**config.mk**
```make
export PLATFORM = sky130hd
export DESIGN_NAME = triangle_primitive_assembly_unit_flat
export DESIGN_NICKNAME = d
export VERILOG_FILES = /design/src/tpa_pkg.sv /design/src/tpa_if.sv /design/src/tpa_assemble.sv /design/src/triangle_primitive_assembly_unit.sv /design/src/flat_wrapper.sv
export SDC_FILE = /design/constraint.sdc
export NUM_CORES = 1
export LEC_CHECK = 0
export BUFFER_PORTS_ARGS = -buffer_cell sky130_fd_sc_hd__buf_4
export CAP_MARGIN = 15
export CORE_UTILIZATION = 60
export CTS_BUF_LIST = sky130_fd_sc_hd__clkbuf_8 sky130_fd_sc_hd__clkbuf_16
export DETAILED_ROUTE_END_ITERATION = 8
export GPL_TIMING_DRIVEN = 0
export PLACE_DENSITY = 0.79
export SYNTH_ARGS = -nofsm -noshare
export SYNTH_HDL_FRONTEND = slang
export SYNTH_HIERARCHICAL = 1
export SYNTH_SLANG_ARGS = --single-unit
export TNS_END_PERCENT = 100
```
**constraint.sdc**
```tcl
create_clock -name clk -period 6.62 [get_ports clk]
set_input_delay 1.324 -clock clk [delete_from_list [all_inputs] [get_ports clk]]
set_output_delay 1.324 -clock clk [all_outputs]
set_load 0.05 [all_outputs]
```
**src/tpa_pkg.sv**
```systemverilog
// types and constants shared by the triangle primitive assembly files
`timescale 1ns / 1ps

package tpa_pkg;

  // part kinds as carried on the input channel
  localparam logic [1:0] KIND_LIST  = 2'd0;
  localparam logic [1:0] KIND_STRIP = 2'd1;
  localparam logic [1:0] KIND_FAN   = 2'd2;
  localparam logic [1:0] KIND_NONE  = 2'd3;

  // seen count saturates here
  localparam logic [1:0] SEEN_FULL  = 2'd2;
  // last position of a list triple
  localparam logic [1:0] PHASE_LAST = 2'd2;

  typedef struct packed {
    logic [1:0] seen_count;
    logic       strip_parity;
    logic [1:0] list_phase;
    logic [1:0] active_kind;
  } tpa_ctrl_t;

  localparam tpa_ctrl_t CTRL_RESET = '{
    seen_count:   2'd0,
    strip_parity: 1'b0,
    list_phase:   2'd0,
    active_kind:  KIND_NONE
  };

endpackage

```
**src/tpa_if.sv**
```systemverilog
// valid/ready channel interfaces for index items and triangle items
`timescale 1ns / 1ps

interface tpa_in_if #(
  parameter int INDEX_WIDTH = 24
);
  logic                   valid;
  logic                   ready;
  logic [INDEX_WIDTH-1:0] vertex_index;
  logic [1:0]             part_kind;
  logic                   part_start;

  modport source (output valid, output vertex_index, output part_kind, output part_start,
                  input ready);
  modport sink   (input valid, input vertex_index, input part_kind, input part_start,
                  output ready);
endinterface

interface tpa_out_if #(
  parameter int INDEX_WIDTH = 24
);
  logic                   valid;
  logic                   ready;
  logic [INDEX_WIDTH-1:0] corner_one;
  logic [INDEX_WIDTH-1:0] corner_two;
  logic [INDEX_WIDTH-1:0] corner_three;

  modport source (output valid, output corner_one, output corner_two, output corner_three,
                  input ready);
  modport sink   (input valid, input corner_one, input corner_two, input corner_three,
                  output ready);
endinterface

```
**src/tpa_assemble.sv**
```systemverilog
// assembly rule for one index: next part state and the triangle it closes
`timescale 1ns / 1ps

module tpa_assemble #(
  parameter int INDEX_WIDTH = 24
) (
  input  logic [INDEX_WIDTH-1:0] cur_index,
  input  logic [1:0]             part_kind,
  input  logic                   part_start,
  input  tpa_pkg::tpa_ctrl_t     ctrl,
  input  logic [INDEX_WIDTH-1:0] anchor_index,
  input  logic [INDEX_WIDTH-1:0] newer_index,
  input  logic [INDEX_WIDTH-1:0] older_index,
  output tpa_pkg::tpa_ctrl_t     ctrl_nxt,
  output logic [INDEX_WIDTH-1:0] anchor_nxt,
  output logic                   emit,
  output logic [INDEX_WIDTH-1:0] corner_one,
  output logic [INDEX_WIDTH-1:0] corner_two,
  output logic [INDEX_WIDTH-1:0] corner_three
);
  import tpa_pkg::*;

  tpa_ctrl_t ctrl_eff;

  always_comb begin
    ctrl_eff = ctrl;
    if (part_start) begin
      ctrl_eff.active_kind  = part_kind;
      ctrl_eff.seen_count   = 2'd0;
      ctrl_eff.strip_parity = 1'b0;
      ctrl_eff.list_phase   = 2'd0;
    end

    anchor_nxt   = (ctrl_eff.seen_count == 2'd0) ? cur_index : anchor_index;
    ctrl_nxt     = ctrl_eff;
    emit         = 1'b0;
    corner_one   = older_index;
    corner_two   = newer_index;
    corner_three = cur_index;

    unique case (ctrl_eff.active_kind)
      KIND_LIST: begin
        if (ctrl_eff.list_phase >= PHASE_LAST) begin
          emit                = 1'b1;
          ctrl_nxt.list_phase = 2'd0;
        end else begin
          ctrl_nxt.list_phase = ctrl_eff.list_phase + 2'd1;
        end
      end
      KIND_STRIP: begin
        if (ctrl_eff.seen_count >= SEEN_FULL) begin
          emit = 1'b1;
          // odd triangles swap their last two corners to keep the winding
          if (ctrl_eff.strip_parity) begin
            corner_two   = cur_index;
            corner_three = newer_index;
          end
          ctrl_nxt.strip_parity = ~ctrl_eff.strip_parity;
        end
      end
      KIND_FAN: begin
        if (ctrl_eff.seen_count >= SEEN_FULL) begin
          emit       = 1'b1;
          corner_one = anchor_nxt;
        end
      end
      default: begin
        emit = 1'b0;
      end
    endcase

    if (ctrl_eff.seen_count < SEEN_FULL) begin
      ctrl_nxt.seen_count = ctrl_eff.seen_count + 2'd1;
    end
  end

endmodule

```
**src/triangle_primitive_assembly_unit.sv**
```systemverilog
// top level of the triangle primitive assembly unit
`timescale 1ns / 1ps
//
// assembles triangles from a stream of vertex indices grouped into parts
// in_chan: one vertex index per item; part_start marks the first item of a
//   part and part_kind on that item picks list, strip, fan or ignored
// out_chan: one triangle per item as three corner indices; an index item
//   closes at most one triangle, and items that close none produce nothing
// path: an index item that closes a triangle is held in the input register,
//   and the triangle is then written to the result register on out_chan
// throughput: one index item per cycle, except while a closing item waits on a held result;
//   the assembly rule is a single combinational block between the two registers
// reset (rst_n low, synchronous): both stages empty, part kind set to
//   ignored, history indices and counters cleared
// stall: a held result stays on out_chan; the input register keeps moving
//   while the item in it closes no triangle or the result register frees up,
//   so in_chan only backs up once both stages hold pending work
//
module triangle_primitive_assembly_unit #(
  parameter int INDEX_WIDTH = 24
) (
  input  logic      clk,
  input  logic      rst_n,
  tpa_in_if.sink    in_chan,
  tpa_out_if.source out_chan
);
  import tpa_pkg::*;

  // input register
  logic                   s1_valid_r;
  logic                   s1_valid_nxt;
  logic [INDEX_WIDTH-1:0] s1_index_r;
  logic [1:0]             s1_kind_r;
  logic                   s1_start_r;

  // part state
  tpa_ctrl_t              ctrl_r;
  tpa_ctrl_t              ctrl_nxt;
  logic [INDEX_WIDTH-1:0] anchor_r;
  logic [INDEX_WIDTH-1:0] anchor_nxt;
  logic [INDEX_WIDTH-1:0] older_r;
  logic [INDEX_WIDTH-1:0] newer_r;

  // result register
  logic                   out_valid_r;
  logic                   out_valid_nxt;
  logic [INDEX_WIDTH-1:0] corner_one_r;
  logic [INDEX_WIDTH-1:0] corner_two_r;
  logic [INDEX_WIDTH-1:0] corner_three_r;

  logic                   emit;
  logic [INDEX_WIDTH-1:0] tri_one;
  logic [INDEX_WIDTH-1:0] tri_two;
  logic [INDEX_WIDTH-1:0] tri_three;
  logic                   in_take;
  logic                   advance;
  logic                   out_free;

  tpa_assemble #(
    .INDEX_WIDTH (INDEX_WIDTH)
  ) u_assemble (
    .cur_index    (s1_index_r),
    .part_kind    (s1_kind_r),
    .part_start   (s1_start_r),
    .ctrl         (ctrl_r),
    .anchor_index (anchor_r),
    .newer_index  (newer_r),
    .older_index  (older_r),
    .ctrl_nxt     (ctrl_nxt),
    .anchor_nxt   (anchor_nxt),
    .emit         (emit),
    .corner_one   (tri_one),
    .corner_two   (tri_two),
    .corner_three (tri_three)
  );

  // the held item moves on when it closes nothing or the result slot frees
  assign out_free = ~out_valid_r | out_chan.ready;
  assign advance  = s1_valid_r & (~emit | out_free);
  assign in_take  = in_chan.valid & in_chan.ready;

  assign in_chan.ready = ~s1_valid_r | advance;

  always_comb begin
    s1_valid_nxt = in_take ? 1'b1 : (advance ? 1'b0 : s1_valid_r);
    if (advance && emit) begin
      out_valid_nxt = 1'b1;
    end else if (out_chan.ready) begin
      out_valid_nxt = 1'b0;
    end else begin
      out_valid_nxt = out_valid_r;
    end
  end

  // control and part state
  always_ff @(posedge clk) begin
    if (!rst_n) begin
      s1_valid_r  <= 1'b0;
      out_valid_r <= 1'b0;
      ctrl_r      <= CTRL_RESET;
      anchor_r    <= '0;
      older_r     <= '0;
      newer_r     <= '0;
    end else begin
      s1_valid_r  <= s1_valid_nxt;
      out_valid_r <= out_valid_nxt;
      if (advance) begin
        ctrl_r   <= ctrl_nxt;
        anchor_r <= anchor_nxt;
        older_r  <= newer_r;
        newer_r  <= s1_index_r;
      end
    end
  end

  // payload registers
  always_ff @(posedge clk) begin
    if (in_take) begin
      s1_index_r <= in_chan.vertex_index;
      s1_kind_r  <= in_chan.part_kind;
      s1_start_r <= in_chan.part_start;
    end
    if (advance && emit) begin
      corner_one_r   <= tri_one;
      corner_two_r   <= tri_two;
      corner_three_r <= tri_three;
    end
  end

  assign out_chan.valid        = out_valid_r;
  assign out_chan.corner_one   = corner_one_r;
  assign out_chan.corner_two   = corner_two_r;
  assign out_chan.corner_three = corner_three_r;

endmodule
```
**src/flat_wrapper.sv**
```systemverilog
// flat-port wrapper written by rule: the top's interface ports become plain ports
module triangle_primitive_assembly_unit_flat import tpa_pkg::*;
#(
  parameter int INDEX_WIDTH = 24
)
  (clk, rst_n, in_chan_valid, in_chan_vertex_index, in_chan_part_kind, in_chan_part_start, in_chan_ready, out_chan_valid, out_chan_corner_one, out_chan_corner_two, out_chan_corner_three, out_chan_ready);
  tpa_in_if #(.INDEX_WIDTH(INDEX_WIDTH)) in_chan_i ();
  tpa_out_if #(.INDEX_WIDTH(INDEX_WIDTH)) out_chan_i ();
  input  logic clk;
  input  logic rst_n;
  input wire logic [$bits(in_chan_i.valid)-1:0] in_chan_valid;
  input wire logic [$bits(in_chan_i.vertex_index)-1:0] in_chan_vertex_index;
  input wire logic [$bits(in_chan_i.part_kind)-1:0] in_chan_part_kind;
  input wire logic [$bits(in_chan_i.part_start)-1:0] in_chan_part_start;
  output wire logic [$bits(in_chan_i.ready)-1:0] in_chan_ready;
  output wire logic [$bits(out_chan_i.valid)-1:0] out_chan_valid;
  output wire logic [$bits(out_chan_i.corner_one)-1:0] out_chan_corner_one;
  output wire logic [$bits(out_chan_i.corner_two)-1:0] out_chan_corner_two;
  output wire logic [$bits(out_chan_i.corner_three)-1:0] out_chan_corner_three;
  input wire logic [$bits(out_chan_i.ready)-1:0] out_chan_ready;
  assign in_chan_i.valid = in_chan_valid;
  assign in_chan_i.vertex_index = in_chan_vertex_index;
  assign in_chan_i.part_kind = in_chan_part_kind;
  assign in_chan_i.part_start = in_chan_part_start;
  assign in_chan_ready = in_chan_i.ready;
  assign out_chan_valid = out_chan_i.valid;
  assign out_chan_corner_one = out_chan_i.corner_one;
  assign out_chan_corner_two = out_chan_i.corner_two;
  assign out_chan_corner_three = out_chan_i.corner_three;
  assign out_chan_i.ready = out_chan_ready;
  triangle_primitive_assembly_unit #(.INDEX_WIDTH(INDEX_WIDTH)) u_core (.clk(clk), .rst_n(rst_n), .in_chan(in_chan_i), .out_chan(out_chan_i));
endmodule
```
==> results.toml <==
[outcome]
status = "completed"

[drt]
vias = 4711
drtAntennaViolNets = 0
vias_per_cell = 5.43
wl_per_cell_um = 18.3
drt_first_pass_iters = 5
totalWireLength_mm = 15.9
drt_iter0_drc = 271
drc_errors = 0

[clock_tree]
postCtsHoldBufs = 0
post_cts_resized = 0
clkSlewWorstSetupHoldPaths_ns = 0.06
insertion_delay_ns = 0.42
cts-root-buf = "clkbuf_16"
cts.sinks = 180
clockBufferDepth = 2
numCtsBuffers = 17
cts_tree = "built"
post_cts_buffers = 0
h-tree-depth = 4

[sta]
period_share_pct = 59.3
hold_viol_final = 0
final.setup_skew_ns = 0.00675
finalCriticalPeriod_ns = 3.93
setup_viol = 0
worstMarginPinSlew_ns = 0.996
holdWs_ns = 0.458
max_freq_mhz = 255
tns_ns = 0
rsz0062_at_grt = "no"
fin_ws_ns = 2.69
slew-limit-headroom_pct = 33.6
drv_slew = 0

[final_layout]
final_util_pct = 74.3
nFillCells = 862
layout_commonest_cell = "nand2_1"
fin_cells = 868
n_antenna_cell = 0
nets = 720
drive_gt1_share_pct = 37.1
syn2layout_area_growth_pct = 20.7
layout_common_cells = "nand2_1 (131), buf_4 (106), edfxtp_1 (99)"
stdcell_area_um2 = 9370

[critical_path]
cp_max_fo = 10
crit_arrival_ns = 2.60
reg2reg_from = "u_core/s1_start_r$_DFFE_PP_"
r2r_slack_ns = 3.44
r2r_cells = 9
crit_type = "reg -> out"
end_kind = "output pin"
startpoint_type = "flop"
r2r_end = "u_core/out_chan.corner_two[17]$_DFFE_PP_"
required_ns = 5.30

[synth]
yosysUniqueCellTypes = 29
ys_ff_latch = 180
ys_warn_count = 6
ys_seq_area_share_pct = 59.2
syn_avg_cell_area_um2 = 13.8
syn-num-nets = 598
netlist_area_um2 = 7760
synthCells = 561

[place]
dp.cells = 836
place_congestion = 0.792
port_buffers = 103
preCtsSetupSlack_ns = 3.15
dp_hpwl_mm = 10.4
place_area_um2 = 8760

[worst_hold_path]
min_path_type = "reg -> reg"
holdCritStartpoint = "u_core/anchor_r[16]$_SDFFE_PN0P_"
whs_endpoint = "u_core/anchor_r[16]$_SDFFE_PN0P_"
holdPathStages = 2

[pwr]
max-vdd-ir-drop_mv = 0.177
p_leak_nw = 3.69
power_density_nw_per_um2 = 262
power.total_mw = 2.45

[floorplanning]
die-width_um = 116
rows = 41
start_util_pct = 61.5
io_pins = 105
core-area_um2 = 12600
die_h_um = 116
die_area_um2 = 13400

[global_route]
grt_start_max_net_pins = 73
grt_antenna_before_repair = 0
grt_pass1_wl_mm = 24.8
grt_overflow = 0
grtUsageTotal_pct = 25.2
grt_pass1_vias = 4896

[run]
cap_viol_max_count = 0
## kinds of logic (layout without fill, tap and decap cells)
logic type               Yosys count  count (layout)  share of synthesized area, %
adder cells (fa/ha/maj)            6               6                         0.967
AO/OA/AOI/OAI                      9               9                         0.870
flip-flops                       180             180                          59.2
AND/OR/NAND/NOR                  149             149                          7.93
buffers and inverters             40             175                          4.77
multiplexers                     177             177                          26.3
## worst max-delay path by stage
stage                                startpoint                                    endpoint  slack, ns  cells after the start
floorplan                        out_chan_ready     u_core/out_chan.corner_one[0]$_DFFE_PP_       2.64                      5
global placement                 out_chan_ready  u_core/out_chan.corner_three[17]$_DFFE_PP_       1.77                      6
detailed placement  u_core/s1_start_r$_DFFE_PP_                               in_chan_ready       3.15                      8
CTS                 u_core/s1_start_r$_DFFE_PP_                               in_chan_ready       2.68                      8
global route        u_core/s1_start_r$_DFFE_PP_                               in_chan_ready       2.47                      8
finish              u_core/s1_start_r$_DFFE_PP_                               in_chan_ready       2.69                      8
## per-layer routing
layer	global-route usage (%)	up-vias	wire length (µm)
met5	0	-	0
met4	10.3	0	353
met2	44.5	142	8170
li1	-	2227	-
met1	30.0	2317	6660
met3	5.18	25	733
## registers in the layout (all words and copies together), names as in the netlist
name	cells
u_core/older_r	24
u_core/s1_index_r	24
u_core/out_chan.valid	1
u_core/out_chan.corner_three	24
u_core/out_chan.corner_two	24
u_core/out_chan.corner_one	24
u_core/s1_start_r	1
u_core/anchor_r	24
u_core/s1_valid_r	1
u_core/ctrl_r	7
u_core/newer_r	24
u_core/s1_kind_r	2
## synthesized netlist by cell type
| library cell | count | area, µm² |
|---|---|---|
| a22oi_1 | 1 | 7.51 |
| buf_4 | 3 | 22.5 |
| edfxtp_1 | 99 | 2970 |
| inv_1 | 4 | 15.0 |
| mux2_4 | 40 | 601 |
| o21bai_1 | 1 | 7.51 |
| nand2b_1 | 3 | 18.8 |
| nor2b_1 | 5 | 31.3 |
| nor3_1 | 1 | 5.00 |
| mux2_2 | 56 | 631 |
| dfxtp_1 | 81 | 1620 |
| buf_2 | 8 | 40.0 |
| a21oi_1 | 3 | 15.0 |
| mux2i_1 | 81 | 811 |
| nand2_1 | 131 | 492 |
| nor2b_4 | 1 | 13.8 |
| a21bo_2 | 1 | 10.0 |
| a21boi_2 | 1 | 11.3 |
| nand4b_1 | 1 | 8.76 |
| buf_6 | 7 | 78.8 |
| nand3b_1 | 2 | 15.0 |
| and2_1 | 3 | 18.8 |
| a22o_1 | 1 | 8.76 |
| ha_1 | 6 | 75.1 |
| o21a_1 | 1 | 7.51 |
| and3b_1 | 1 | 8.76 |
| clkbuf_1 | 9 | 33.8 |
| nor2_1 | 1 | 3.75 |
| buf_12 | 9 | 180 |
## final cells by class
| type | instances | area (µm²) | area share (%) |
|---|---|---|---|
| buffer | 36 | 355 | 3.79 |
| clock buffer | 19 | 453 | 4.83 |
| clock inverter | 13 | 164 | 1.75 |
| inverter | 4 | 15.0 | 0.160 |
| multi-input combinational | 341 | 2800 | 29.9 |
| sequential | 180 | 4590 | 49.0 |
| tap | 172 | 215 | 2.30 |
| timing repair buffer | 103 | 773 | 8.25 |
## where the power goes
| group | total [mW] | leakage, nW | switching [mW] | internal [mW] |
|---|---|---|---|---|
| sequential | 1.24 | 1.55 | 0.0263 | 1.21 |
| combinational | 0.173 | 1.84 | 0.0836 | 0.0895 |
| clock | 1.04 | 0.304 | 0.396 | 0.643 |
| total | 2.45 | 3.69 | 0.506 | 1.95 |
## critical path, stage by stage (launching register included)
cell and delay [ns]:
edfxtp_1 0.34, buf_4 0.17, mux2i_1 0.32, ha_1 0.30, a22oi_1 0.11, nor3_1 0.40, and2_1 0.26, nand2_1 0.08
buf_4 0.19
Power figures use the tool's default switching activity.
